--- config.mk ---
export PLATFORM = sky130hd
export DESIGN_NAME = svf_drum_tom_voice_core_flat
export DESIGN_NICKNAME = d
export VERILOG_FILES = /design/src/rtl/svfdt_pkg.sv /design/src/rtl/svfdt_in_if.sv /design/src/rtl/svfdt_out_if.sv /design/src/rtl/svf_drum_tom_voice_core.sv /design/src/rtl/svfdt_ctrl.sv /design/src/rtl/svfdt_dp.sv /design/src/flat_wrapper.sv
export SDC_FILE = /design/constraint.sdc
export NUM_CORES = 2
export LEC_CHECK = 0
export BUFFER_PORTS_ARGS = -buffer_cell sky130_fd_sc_hd__buf_2
export CORE_MARGIN = 8
export CORE_UTILIZATION = 25
export DETAILED_ROUTE_END_ITERATION = 8
export GPL_TIMING_DRIVEN = 0
export SLEW_MARGIN = 10
export SYNTH_ARGS = -nofsm -noshare
export SYNTH_HDL_FRONTEND = slang
export SYNTH_HIERARCHICAL = 1
export SYNTH_SLANG_ARGS = --single-unit
--- constraint.sdc ---
create_clock -name clk -period 19.8 [get_ports clk]
set_input_delay 2.97 -clock clk [delete_from_list [all_inputs] [get_ports clk]]
set_output_delay 2.97 -clock clk [all_outputs]
set_load 0.02 [all_outputs]
--- src/rtl/svfdt_pkg.sv ---
// svfdt_pkg: shared constants, codes and command types for the tom voice core
// used by the channel interfaces, the controller, the datapath and the top level
// no dependencies
`default_nettype none

package svfdt_pkg;

  // field widths
  localparam int COEFF_W   = 25;
  localparam int VEL_W     = 25;
  localparam int SAMPLE_W  = 16;
  localparam int STATE_W   = 32;
  localparam int PROD_W    = 2 * STATE_W;
  localparam int CFG_IDX_W = 2;

  // fixed-point format
  localparam int FRAC_BITS_DEF = 24;
  localparam int OUT_BITS      = 14;
  localparam int IMP_SHIFT     = 2;   // impulse gain of four

  // input function codes
  localparam logic FUNC_TICK = 1'b0;
  localparam logic FUNC_TRIG = 1'b1;

  // register indexes
  localparam logic [CFG_IDX_W-1:0] CFG_FREQ  = 2'd0;
  localparam logic [CFG_IDX_W-1:0] CFG_DAMP  = 2'd1;
  localparam logic [CFG_IDX_W-1:0] CFG_DECAY = 2'd2;

  // register reset values
  localparam logic [COEFF_W-1:0] FREQ_RST  = 25'd382400;
  localparam logic [COEFF_W-1:0] DAMP_RST  = 25'd2621440;
  localparam logic [COEFF_W-1:0] DECAY_RST = 25'd16748000;

  // operand pairs of the shared multiplier
  typedef enum logic [2:0] {
    MUL_FREQ_BAND = 3'd0,
    MUL_DAMP_BAND = 3'd1,
    MUL_FREQ_HIGH = 3'd2,
    MUL_BAND_ENV  = 3'd3,
    MUL_ENV_DECAY = 3'd4
  } mul_sel_t;

  // controller to datapath commands
  typedef struct packed {
    logic     accept_trig;
    logic     accept_tick;
    logic     mul_en;
    mul_sel_t mul_sel;
    logic     low_upd;
    logic     high_upd;
    logic     band_upd;
    logic     samp_upd;
    logic     env_upd;
    logic     out_load;
  } cmd_t;

endpackage

`default_nettype wire

--- src/rtl/svfdt_in_if.sv ---
// svfdt_in_if: input channel of the tom voice core (func and velocity word)
// depends on svfdt_pkg
`default_nettype none

interface svfdt_in_if;
  logic                         valid;
  logic                         ready;
  logic                         func;
  logic [svfdt_pkg::VEL_W-1:0]  velocity;

  modport source (output valid, func, velocity, input ready);
  modport sink   (input valid, func, velocity, output ready);
endinterface

`default_nettype wire

--- src/rtl/svfdt_out_if.sv ---
// svfdt_out_if: result channel of the tom voice core (one signed sample word)
// depends on svfdt_pkg
`default_nettype none

interface svfdt_out_if;
  logic                                valid;
  logic                                ready;
  logic signed [svfdt_pkg::SAMPLE_W-1:0] sample;

  modport source (output valid, sample, input ready);
  modport sink   (input valid, sample, output ready);
endinterface

`default_nettype wire

--- src/rtl/svf_drum_tom_voice_core.sv ---
// Tom drum voice: state-variable filter struck by an impulse, band output
// scaled by a decaying envelope.
//
// Channels: item (sink) takes func and velocity words; func = trigger arms
// the impulse and restarts the envelope at 1.0 and gives no result; func =
// tick advances the filter one sample and yields one word on result
// (source), the signed 16-bit sample. The user is to load coefficients through
// cfg_we / cfg_index / cfg_data only while idle; the block does not enforce it.
// Timing: a trigger is taken in idle and stays there. A tick steps through
// low, high, mfh, band, mbe, samp and env, where its sample is loaded into
// the output register (or later in hold while it is full); the sample is on
// result.valid the cycle after. The next item is taken right after that
// load. A tick runs five multiplies sharing one 32x32 multiplier, each
// product registered before use, plus the high-pass and band update steps.
// Stall: the output register holds a word until taken; a tick that finishes
// while it is still full waits in the controller and item stays not ready.
// Triggers are accepted while a word waits.
// Reset: synchronous rst clears filter state, envelope and impulse to zero,
// loads default coefficients and empties the output register.
`default_nettype none

module svf_drum_tom_voice_core #(
  parameter int FRAC_BITS = svfdt_pkg::FRAC_BITS_DEF
) (
  input  wire logic                            clk,
  input  wire logic                            rst,
  input  wire logic                            cfg_we,
  input  wire logic [svfdt_pkg::CFG_IDX_W-1:0] cfg_index,
  input  wire logic [svfdt_pkg::COEFF_W-1:0]   cfg_data,
  svfdt_in_if.sink                             item,
  svfdt_out_if.source                          result
);
  import svfdt_pkg::*;

  cmd_t cmd;
  logic out_free;

  // sequencer
  svfdt_ctrl u_ctrl (
    .clk        (clk),
    .rst        (rst),
    .item_valid (item.valid),
    .item_func  (item.func),
    .item_ready (item.ready),
    .out_free   (out_free),
    .cmd        (cmd)
  );

  // arithmetic and state
  svfdt_dp #(
    .FRAC_BITS (FRAC_BITS)
  ) u_dp (
    .clk       (clk),
    .rst       (rst),
    .cfg_we    (cfg_we),
    .cfg_index (cfg_index),
    .cfg_data  (cfg_data),
    .velocity  (item.velocity),
    .cmd       (cmd),
    .out_free  (out_free),
    .result    (result)
  );

endmodule

`default_nettype wire

--- src/rtl/svfdt_ctrl.sv ---
// svfdt_ctrl: sequencer of the tom voice core, steps the shared multiplier
// and the integrator updates of one tick; depends on svfdt_pkg
`default_nettype none

module svfdt_ctrl (
  input  wire logic            clk,
  input  wire logic            rst,
  input  wire logic            item_valid,
  input  wire logic            item_func,
  output logic                 item_ready,
  input  wire logic            out_free,
  output svfdt_pkg::cmd_t      cmd
);
  import svfdt_pkg::*;

  typedef enum logic [8:0] {
    ST_IDLE = 9'b000000001,
    ST_LOW  = 9'b000000010,
    ST_HIGH = 9'b000000100,
    ST_MFH  = 9'b000001000,
    ST_BAND = 9'b000010000,
    ST_MBE  = 9'b000100000,
    ST_SAMP = 9'b001000000,
    ST_ENV  = 9'b010000000,
    ST_HOLD = 9'b100000000
  } state_t;

  state_t st, st_next;

  assign item_ready = (st == ST_IDLE);

  // state register
  always_ff @(posedge clk) begin
    if (rst) begin
      st <= ST_IDLE;
    end else begin
      st <= st_next;
    end
  end

  // step decode
  always_comb begin
    cmd     = '0;
    st_next = st;
    unique case (st)
      ST_IDLE: begin
        if (item_valid) begin
          if (item_func == FUNC_TRIG) begin
            cmd.accept_trig = 1'b1;
          end else begin
            cmd.accept_tick = 1'b1;
            cmd.mul_en      = 1'b1;
            cmd.mul_sel     = MUL_FREQ_BAND;
            st_next         = ST_LOW;
          end
        end
      end
      ST_LOW: begin
        cmd.low_upd = 1'b1;
        cmd.mul_en  = 1'b1;
        cmd.mul_sel = MUL_DAMP_BAND;
        st_next     = ST_HIGH;
      end
      ST_HIGH: begin
        cmd.high_upd = 1'b1;
        st_next      = ST_MFH;
      end
      ST_MFH: begin
        cmd.mul_en  = 1'b1;
        cmd.mul_sel = MUL_FREQ_HIGH;
        st_next     = ST_BAND;
      end
      ST_BAND: begin
        cmd.band_upd = 1'b1;
        st_next      = ST_MBE;
      end
      ST_MBE: begin
        cmd.mul_en  = 1'b1;
        cmd.mul_sel = MUL_BAND_ENV;
        st_next     = ST_SAMP;
      end
      ST_SAMP: begin
        cmd.samp_upd = 1'b1;
        cmd.mul_en   = 1'b1;
        cmd.mul_sel  = MUL_ENV_DECAY;
        st_next      = ST_ENV;
      end
      ST_ENV: begin
        cmd.env_upd = 1'b1;
        if (out_free) begin
          cmd.out_load = 1'b1;
          st_next      = ST_IDLE;
        end else begin
          st_next = ST_HOLD;
        end
      end
      ST_HOLD: begin
        if (out_free) begin
          cmd.out_load = 1'b1;
          st_next      = ST_IDLE;
        end
      end
      default: begin
        st_next = ST_IDLE;
      end
    endcase
  end

  // a tick blocks the input until its sample is handed over
  a_tick_busy: assert property (@(posedge clk) disable iff (rst)
    (item_valid && item_ready && item_func == FUNC_TICK) |=> !item_ready)
    else $error("input still open after tick accepted");

  // a trigger leaves the input open
  a_trig_open: assert property (@(posedge clk) disable iff (rst)
    (item_valid && item_ready && item_func == FUNC_TRIG) |=> item_ready)
    else $error("input closed after trigger");

  // waiting for the output slot only follows the envelope step
  a_hold_entry: assert property (@(posedge clk) disable iff (rst)
    (st == ST_HOLD) |-> ($past(st == ST_ENV) || $past(st == ST_HOLD)))
    else $error("hold state entered out of sequence");

endmodule

`default_nettype wire

--- src/rtl/svfdt_dp.sv ---
// svfdt_dp: datapath of the tom voice core: coefficient registers, filter and
// envelope state, one shared 32x32 multiplier and the output register
// depends on svfdt_pkg and svfdt_out_if
`default_nettype none

module svfdt_dp #(
  parameter int FRAC_BITS = svfdt_pkg::FRAC_BITS_DEF
) (
  input  wire logic                            clk,
  input  wire logic                            rst,
  input  wire logic                            cfg_we,
  input  wire logic [svfdt_pkg::CFG_IDX_W-1:0] cfg_index,
  input  wire logic [svfdt_pkg::COEFF_W-1:0]   cfg_data,
  input  wire logic [svfdt_pkg::VEL_W-1:0]     velocity,
  input  wire svfdt_pkg::cmd_t                 cmd,
  output logic                                 out_free,
  svfdt_out_if.source                          result
);
  import svfdt_pkg::*;

  localparam int IMP_W = FRAC_BITS + IMP_SHIFT + 1;
  localparam logic [STATE_W-1:0] ONE_U = STATE_W'(1) << FRAC_BITS;
  localparam logic signed [STATE_W-1:0] SAT_HI = 32'sd32767;
  localparam logic signed [STATE_W-1:0] SAT_LO = -32'sd32768;

  logic [COEFF_W-1:0]        freq, damp, decay;
  logic signed [STATE_W-1:0] low, band, high, env;
  logic [IMP_W-1:0]          pending, x_imp;
  logic signed [STATE_W-1:0] mul_a, mul_b;
  logic signed [PROD_W-1:0]  prod, prod_next;
  logic signed [STATE_W-1:0] q;
  logic signed [STATE_W-1:0] scaled;
  logic [STATE_W-1:0]        vel_ext, vel_clamp;
  logic signed [SAMPLE_W-1:0] sample_hold;
  logic                      res_valid;
  logic signed [SAMPLE_W-1:0] res_sample;

  // coefficient registers
  always_ff @(posedge clk) begin
    if (rst) begin
      freq  <= FREQ_RST;
      damp  <= DAMP_RST;
      decay <= DECAY_RST;
    end else if (cfg_we) begin
      unique case (cfg_index)
        CFG_FREQ:  freq  <= cfg_data;
        CFG_DAMP:  damp  <= cfg_data;
        CFG_DECAY: decay <= cfg_data;
        default: ;
      endcase
    end
  end

  // multiplier operand select
  always_comb begin
    mul_a = band;
    mul_b = signed'(STATE_W'(freq));
    unique case (cmd.mul_sel)
      MUL_FREQ_BAND: begin
        mul_a = band;
        mul_b = signed'(STATE_W'(freq));
      end
      MUL_DAMP_BAND: begin
        mul_a = band;
        mul_b = signed'(STATE_W'(damp));
      end
      MUL_FREQ_HIGH: begin
        mul_a = high;
        mul_b = signed'(STATE_W'(freq));
      end
      MUL_BAND_ENV: begin
        mul_a = band;
        mul_b = env;
      end
      MUL_ENV_DECAY: begin
        mul_a = env;
        mul_b = signed'(STATE_W'(decay));
      end
      default: begin
        mul_a = band;
        mul_b = signed'(STATE_W'(freq));
      end
    endcase
  end

  assign prod_next = mul_a * mul_b;

  // registered product, truncated back to the q format with 32-bit wrap
  always_ff @(posedge clk) begin
    if (cmd.mul_en) begin
      prod <= prod_next;
    end
  end

  assign q = prod[FRAC_BITS +: STATE_W];

  // velocity clamp to 1.0
  assign vel_ext   = STATE_W'(velocity);
  assign vel_clamp = (vel_ext > ONE_U) ? ONE_U : vel_ext;

  // filter and envelope state
  always_ff @(posedge clk) begin
    if (rst) begin
      low     <= '0;
      band    <= '0;
      env     <= '0;
      pending <= '0;
    end else begin
      if (cmd.accept_trig) begin
        pending <= IMP_W'(vel_clamp << IMP_SHIFT);
        env     <= signed'(ONE_U);
      end
      if (cmd.accept_tick) begin
        pending <= '0;
      end
      if (cmd.low_upd) begin
        low <= low + q;
      end
      if (cmd.band_upd) begin
        band <= band + q;
      end
      if (cmd.env_upd) begin
        env <= q;
      end
    end
  end

  // per-tick scratch: latched impulse and high-pass value
  always_ff @(posedge clk) begin
    if (cmd.accept_tick) begin
      x_imp <= pending;
    end
    if (cmd.high_upd) begin
      high <= signed'(STATE_W'(x_imp)) - low - q;
    end
  end

  // output scaling and saturation
  assign scaled = q >>> (FRAC_BITS - OUT_BITS);

  always_ff @(posedge clk) begin
    if (cmd.samp_upd) begin
      if (scaled > SAT_HI) begin
        sample_hold <= SAT_HI[SAMPLE_W-1:0];
      end else if (scaled < SAT_LO) begin
        sample_hold <= SAT_LO[SAMPLE_W-1:0];
      end else begin
        sample_hold <= scaled[SAMPLE_W-1:0];
      end
    end
  end

  // output register
  assign out_free = !res_valid || result.ready;

  always_ff @(posedge clk) begin
    if (rst) begin
      res_valid <= 1'b0;
    end else if (cmd.out_load) begin
      res_valid <= 1'b1;
    end else if (result.ready) begin
      res_valid <= 1'b0;
    end
  end

  always_ff @(posedge clk) begin
    if (cmd.out_load) begin
      res_sample <= sample_hold;
    end
  end

  assign result.valid  = res_valid;
  assign result.sample = res_sample;

  // a finished sample never overwrites one still waiting
  a_no_overwrite: assert property (@(posedge clk) disable iff (rst)
    cmd.out_load |-> (!res_valid || result.ready))
    else $error("output word overwritten");

  // the impulse is consumed by a tick
  a_imp_cleared: assert property (@(posedge clk) disable iff (rst)
    cmd.accept_tick |=> (pending == '0))
    else $error("impulse not cleared by tick");

  // a trigger restarts the envelope at 1.0
  a_env_restart: assert property (@(posedge clk) disable iff (rst)
    cmd.accept_trig |=> (env == signed'(ONE_U)))
    else $error("envelope not restarted by trigger");

endmodule

`default_nettype wire

--- src/flat_wrapper.sv ---
// flat-port wrapper written by rule: the top's interface ports become plain ports
module svf_drum_tom_voice_core_flat import svfdt_pkg::*;
#(
  parameter int FRAC_BITS = svfdt_pkg::FRAC_BITS_DEF
)
  (clk, rst, cfg_we, cfg_index, cfg_data, item_valid, item_func, item_velocity, item_ready, result_valid, result_sample, result_ready);
  svfdt_in_if item_i ();
  svfdt_out_if result_i ();
  input  wire logic clk;
  input  wire logic rst;
  input  wire logic cfg_we;
  input  wire logic [svfdt_pkg::CFG_IDX_W-1:0] cfg_index;
  input  wire logic [svfdt_pkg::COEFF_W-1:0] cfg_data;
  input wire logic [$bits(item_i.valid)-1:0] item_valid;
  input wire logic [$bits(item_i.func)-1:0] item_func;
  input wire logic [$bits(item_i.velocity)-1:0] item_velocity;
  output wire logic [$bits(item_i.ready)-1:0] item_ready;
  output wire logic [$bits(result_i.valid)-1:0] result_valid;
  output wire logic [$bits(result_i.sample)-1:0] result_sample;
  input wire logic [$bits(result_i.ready)-1:0] result_ready;
  assign item_i.valid = item_valid;
  assign item_i.func = item_func;
  assign item_i.velocity = item_velocity;
  assign item_ready = item_i.ready;
  assign result_valid = result_i.valid;
  assign result_sample = result_i.sample;
  assign result_i.ready = result_ready;
  svf_drum_tom_voice_core #(.FRAC_BITS(FRAC_BITS)) u_core (.clk(clk), .rst(rst), .cfg_we(cfg_we), .cfg_index(cfg_index), .cfg_data(cfg_data), .item(item_i), .result(result_i));
endmodule
* After elaboration in Yosys (flattened, before gate mapping)
Index checks and enable logic that the tools add are counted.
** Cells by class
- $add $sub $neg :: 4
- Multiply operators :: 1
- Magnitude comparators :: 3
- Eq/ne operators :: 18
- Muxes and demuxes :: 25
- Reduce and logical (&&, ||, !) cells :: 11
** Operator list (count)
- case mux 32 bit (3 select lines) :: 1
- case mux 9 bit (9 select lines) :: 1
- adder 32 bit :: 2
- 2-to-1 mux 32 bit :: 2
- case mux 32 bit (2 select lines) :: 1
- multiplier 32 x 32 -> 56 bit :: 1
- 2-to-1 mux 9 bit :: 4
- subtractor 28 x 32 -> 32 bit :: 1
- subtractor 32 bit :: 1
- > comparator 25 bit, second input constant :: 1
- 2-to-1 mux 25 bit :: 1
- > comparator 22 x 16 -> 1 bit, second input constant :: 1
- less-than comparator 22 x 16 -> 1 bit, second input constant :: 1
- case mux 4 bit (5 select lines) :: 1
- 2-to-1 mux 16 bit :: 1
- 2-to-1 mux 1 bit :: 10
- equality test 9 x 1 -> 1 bit, second input constant :: 1
- equality test 9 x 2 -> 1 bit, second input constant :: 1
- equality test 9 x 3 -> 1 bit, second input constant :: 1
- equality test 9 x 4 -> 1 bit, second input constant :: 1
- equality test 9 x 5 -> 1 bit, second input constant :: 1
- equality test 9 x 6 -> 1 bit, second input constant :: 1
- equality test 9 x 7 -> 1 bit, second input constant :: 1
- equality test 9 x 8 -> 1 bit, second input constant :: 1
- 18 further kinds :: 24
** Word-level totals
- Flip-flop bits (word level) :: 351
- Input bits :: 58
- Output and inout port bits :: 18
- Logic and storage cells :: 76

* Depth between registers and ports, before layout
- Depth in word-level cells :: 6
- Mapped depth :: 42
- Mapped depth without buffers :: 36

* Hierarchy
Netlist, hierarchy kept.
** Modules (own cells, without submodules)
- svfdt_dp :: times used 1, cells each 5524, area each 50184.4 µm², seq. area each 7577.3 µm²
- svfdt_ctrl :: times used 1, cells each 75, area each 609.3 µm², seq. area each 180.2 µm²

* Least setup slack after synthesis
Ideal clock, no wire load.
- Path kind :: reg2reg
- Start point :: reg u_core.u_ctrl.st[0]
- End point :: reg u_core.u_dp.prod[55] (data pin)
- Library setup time :: 0.262 ns
- Arrival :: 9.836 ns
- Path slack :: 9.703 ns
- Cell stages (with the launch flop) :: 37
- Buffers on the path :: 7
- Period minus slack after synthesis :: 10.097 ns
- Path through :: dfxtp_1 > or4_4 > or2_1 > buf_6 > or2_4 > nand2_1 > nor2b_1 > buf_2 > buf_1 > buf_1 > a22oi_1 > nor2_1 > a221o_1 > clkbuf_1 > clkbuf_1 > nand2_1 > fa_1 > fa_1 > fa_1 > inv_1 > fa_1 > inv_1 > fa_1 > inv_1 > fa_1 > fa_1 > fa_1 > ha_1 > clkbuf_1 > a21o_1 > a21o_1 > a21oi_1 > o21ai_0 > nand3_1 > a31oi_1 > a211oi_1 > xnor2_1
** RTL lines
- start, declared :: RTL line svfdt_ctrl.sv:28 : state_t st, st_next;
- start signal, assigned :: RTL line svfdt_ctrl.sv:37 : st <= st_next;
- end signal, assigned :: RTL line svfdt_dp.sv:91 : prod <= prod_next;
- end, declared :: RTL line svfdt_dp.sv:30 : logic signed [PROD_W-1:0] prod, prod_next;

==> impl_summary.md <==
Clock tree
Buffers inserted to repair hold after CTS numbered 0. Clock latency on the worst-skew pair, taken at its later pin, is 600 ps. After clock tree synthesis, the clock-pin slew on the worst setup and hold paths is 70 ps. The number of gates resized after CTS was 0. The clock tree root driver cell is sky130_fd_sc_hd__clkbuf_16. The number of H-tree levels is 2. The maximum buffer depth of the clock tree is 3. The number of clock buffers added by TritonCTS is 38. TritonCTS built the clock tree. After clock tree synthesis, the setup repair step added 0 buffers. The total clock sinks is 327.

Place
The area after detailed placement is ~55,000 um2. In this run the tool buffered the top-level ports with 75 buffer cells. The half-perimeter wire length of the detailed placement result is 168 mm.

The final RePlAce weighted congestion is 1.05.

STA
The total count of max-transition violations in the final report is 0. For the pin with the worst max-slew slack, the measured transition is 1470 ps. The time the worst path needs with I/O delays and setup is 14,140 ps. Setup repair after global routing left no endpoint under its margin. The final critical-path share of the clock period is 71.4%.

The maximum clock frequency is 70.7 MHz. The final total negative setup slack is 0 ps. The post-route worst hold slack is 424 ps. The number of setup violations in the final report is 0. The setup clock skew after layout is 33.1 ps.

The number of hold-slack violations in the final timing report was 0. The worst pin sits at a relative slew slack of 1.74%.

Logic synthesis
In this run the mean area of a mapped cell was between 9 and 10 um2. When the netlist entered floorplanning its net count stood at 6,961. The predominant post-synthesis flop cell is sky130_fd_sc_hd__dfxtp_1. The number of enable-type register cells in the synthesized netlist is 121. Sequential elements use 15.3% of the synthesized area. In this run, synthesis produced a sequential element count of 327. The proportion of register bits with asynchronous set or reset after synthesis is 0%. The number of cells produced by synthesis is 5,599.

The combined area of all synthesized cells is roughly 51,000 um2. In this run, distinct cell masters in the synthesized netlist total between 80 and 90. During synthesis, Yosys emitted a total of 6 warnings.

Power
Summed over all cells, the static leakage comes to 25.1 nW. The internal cell power is 1.21 mW. Summed over all nets, the switching power comes to just over 500 uW. Across the VDD grid, the largest voltage drop is 0.0000620 V. The share of total power dissipated in combinational logic is 14.4%. The relative contribution of sequential cells to total power is around 43%. Power spread over the standard cell area amounts to between 30 and 40 nW/um2. The part of the total power dissipated in the clock network is 42.6%.

The switching power as a share of total power is 29.7%.

Critical path
On the critical path the largest part of the delay comes from adder cells. The largest single stage delay on the critical path is ~920 ps. In this run the worst path has a maximum fanout of 10. The slowest stage cell on the critical path is sky130_fd_sc_hd__clkbuf_1.

Counting stages on the worst path, the most repeated cell is sky130_fd_sc_hd__fa_1. For the worst setup path, the data required time is between 20,000 and 25,000 ps. STA classifies the critical path endpoint as a flip-flop.

The launching element type of the critical path is a flip-flop. The count of buffer and inverter cells on the critical path is 9. The data arrival time of the worst path is 14,440 ps. The critical path is of the flip-flop to flip-flop type.

Cells and area
With fillers left out, the area of the finished cells amounts to 56,500 um2. The post-route netlist has under 10% of its cells at a drive strength greater than 1. The area growth from synthesis to layout is 11.3%.

The net count of the finished layout is 7,114.

Global route
Across every metal layer, demand over resource in global routing totals between 10% and 20%. The number of global-route vias before repair is 43,400. The first global-routing pass estimated 298 mm of wire. The pin count of the biggest net entering global routing is 33. The total congestion overflow after global routing is 0. The initial antenna violation count is 16.

Drt
After detailed routing, the average wire length per cell comes to 24.4 um. The first detailed-routing pass ran for 6 iterations. The number of violations reported at the end of detailed-routing iteration 0 is 4,635. In this run the remaining antenna-violating nets after routing total 0.

The total number of vias is around 42,000. The via density per instance is approximately 5.0. The aggregate routed wire length is a little over 200 mm. In the routed design, unresolved DRC markers number 0.

Hold path
The path type of the worst min-delay path is flip-flop to flip-flop.

Die
The die extent in y is 467 um. The count of standard-cell rows is about 170. 76 I/O pins were placed. The floorplan step defined a core boundary enclosing between 200,000 and 250,000 um2. The initial core utilization is 25.1%.

The horizontal die dimension is roughly 470 um. The floorplan step defined a die boundary enclosing ~220,000 um2.

Run
Max-cap violations in this run came to 0.

Status
The flow ran to the end, and the final reports show no timing, DRC or antenna violations.
-- layout make-up --
cell class | count | area, um2
clock inverter | 15 | 168
tap | 2672 | 3340
sequential | 327 | 7760
antenna | 9 | 22.5
buffer | 287 | 1100
timing repair buffer | 113 | 825
inverter | 1056 | 3960
clock buffer | 54 | 1120
fill | 21300 | 146000
multi-input combinational | 3929 | 38200
-- power by group through the flow --
| stage | logic (mW) | clock network, mW | registers, mW |
|---|---|---|---|
| 3_3_place_gp | 0.232 | 0 | 0.756 |
| 6_report | 0.248 | 0.735 | 0.741 |
| 5_1_grt | 0.264 | 0.772 | 0.741 |
| 2_1_floorplan | 0.149 | 0 | 0.740 |
| 4_1_cts | 0.241 | 0.753 | 0.740 |
| 3_5_place_dp | 0.239 | 0 | 0.755 |
-- synth_stat cells (27+ instances only) --
cell type	count	share of area (%)
sky130_fd_sc_hd__xor2_1	44	0.76
sky130_fd_sc_hd__nand3b_1	27	0.40
sky130_fd_sc_hd__nor3_1	40	0.39
sky130_fd_sc_hd__buf_1	32	0.24
sky130_fd_sc_hd__nand2_1	621	4.6
sky130_fd_sc_hd__o21ai_0	79	0.78
sky130_fd_sc_hd__a21o_1	63	0.93
sky130_fd_sc_hd__xnor2_1	97	1.7
sky130_fd_sc_hd__nand3_1	32	0.32
sky130_fd_sc_hd__nor2b_1	45	0.55
sky130_fd_sc_hd__inv_1	1053	7.8
sky130_fd_sc_hd__nor3b_1	32	0.47
sky130_fd_sc_hd__ha_1	294	7.2
sky130_fd_sc_hd__fa_1	1010	40
sky130_fd_sc_hd__a221o_1	45	0.89
sky130_fd_sc_hd__nand2b_1	40	0.49
sky130_fd_sc_hd__and2_1	47	0.58
sky130_fd_sc_hd__o21a_1	33	0.49
sky130_fd_sc_hd__nor2_1	752	5.6
sky130_fd_sc_hd__a21oi_1	223	2.2
sky130_fd_sc_hd__mux2i_1	40	0.79
sky130_fd_sc_hd__edfxtp_1	121	7.2
sky130_fd_sc_hd__clkbuf_1	245	1.8
sky130_fd_sc_hd__dfxtp_1	206	8.1
sky130_fd_sc_hd__a221oi_1	56	0.97
-- per-stage QoR --
| stage | cells | util, % | total power [mW] | worst slack (ps) |
|---|---|---|---|---|
| final | 8462 | 28.0 | 1.72 | 5660 |
| after global routing | 8453 | 28.0 | 1.78 | 5470 |
| after CTS | 8451 | 28.0 | 1.73 | 6010 |
| after detailed placement | 8382 | 27.3 | 0.994 | 6070 |
| after global placement | 8346 | 27.0 | 0.987 | 5450 |
| after floorplan | 5599 | - | 0.889 | 9700 |
-- state kept, by name, summed over array words and instances (netlist names), 25 cells and up --
register / flops
u_core/u_dp/damp: 25
u_core/u_dp/low: 32
u_core/u_dp/prod: 32
u_core/u_dp/pending: 25
u_core/u_dp/decay: 25
u_core/u_dp/x_imp: 25
u_core/u_dp/freq: 25
u_core/u_dp/high: 32
u_core/u_dp/band: 32
u_core/u_dp/env: 32
-- layout by cell type (no fill, tap or decap), types with 14 or more instances in the layout --
master                         n
sky130_fd_sc_hd__and2_1       47
sky130_fd_sc_hd__buf_2        87
sky130_fd_sc_hd__nand3b_1     27
sky130_fd_sc_hd__fa_1       1010
sky130_fd_sc_hd__nand4_1      18
sky130_fd_sc_hd__nor2b_1      45
sky130_fd_sc_hd__nor3b_1      32
sky130_fd_sc_hd__o21ai_0      78
sky130_fd_sc_hd__and3_1       24
sky130_fd_sc_hd__a21oi_1     223
sky130_fd_sc_hd__a221o_1      45
sky130_fd_sc_hd__nand2_1     621
sky130_fd_sc_hd__o21a_1       33
sky130_fd_sc_hd__clkbuf_16    41
sky130_fd_sc_hd__nand2b_1     40
sky130_fd_sc_hd__buf_8        16
sky130_fd_sc_hd__clkbuf_1    252
sky130_fd_sc_hd__xnor2_1      97
sky130_fd_sc_hd__nor3_1       40
sky130_fd_sc_hd__a221oi_4     14
sky130_fd_sc_hd__dfxtp_1     206
sky130_fd_sc_hd__o21bai_1     16
sky130_fd_sc_hd__a31oi_1      16
sky130_fd_sc_hd__a221oi_1     43
sky130_fd_sc_hd__a211oi_1     22
sky130_fd_sc_hd__xor2_1       44
sky130_fd_sc_hd__a21o_1       63
sky130_fd_sc_hd__nor2_1      750
sky130_fd_sc_hd__edfxtp_1    121
sky130_fd_sc_hd__a22oi_1      18
sky130_fd_sc_hd__buf_1        32
sky130_fd_sc_hd__or2_2        21
sky130_fd_sc_hd__inv_1      1052
sky130_fd_sc_hd__mux2i_1      40
sky130_fd_sc_hd__nand3_1      32
sky130_fd_sc_hd__ha_1        294
-- worst reg2reg max path, delay by kind of cell, from the launching register on --
family	cells	cell delay (ps)
adders and majority gates	9	4670
buffers and inverters	9	3540
AOI/OAI and AO/OA	8	2810
and+or+nand+nor	7	2280
DFF	1	360
muxes	1	190
-- kinds of logic (layout without fill, tap and decap cells) --
| group | Yosys count | after routing | share of synthesized area [%] |
|---|---|---|---|
| buffers and inverters | 1343 | 1525 | 9.97 |
| muxes | 41 | 41 | 0.810 |
| other | 0 | 9 | 0 |
| AOI/OAI and AO/OA | 694 | 694 | 9.47 |
| DFF | 327 | 327 | 15.3 |
| adders and majority gates | 1304 | 1304 | 47.0 |
| and+or+nand+nor | 1749 | 1749 | 15.0 |
| xor gates and xnor gates | 141 | 141 | 2.43 |
-- routing by layer --
layer	up-vias	global-route usage, %	routed length (um)
li1	17700	-	-
met1	21400	23.7	80500
met2	2369	28.4	88400
met3	609	4.74	21800
met4	2	11.0	15700
met5	-	0	13
-- path summary, 6_finish.rpt --
check / from / end / slack (ps) / depth (start not counted)
setup / recovery: u_core/u_ctrl/st[0] / u_core/u_dp/prod[54] / 5660 / 34
hold / removal: u_core/u_dp/pending[19] / u_core/u_dp/x_imp[19] / 420 / 0
setup reg to reg: u_core/u_ctrl/st[0] / u_core/u_dp/prod[54] / 5660 / 34
hold reg to reg: u_core/u_dp/pending[19] / u_core/u_dp/x_imp[19] / 420 / 0
Power figures use the tool's default switching activity.
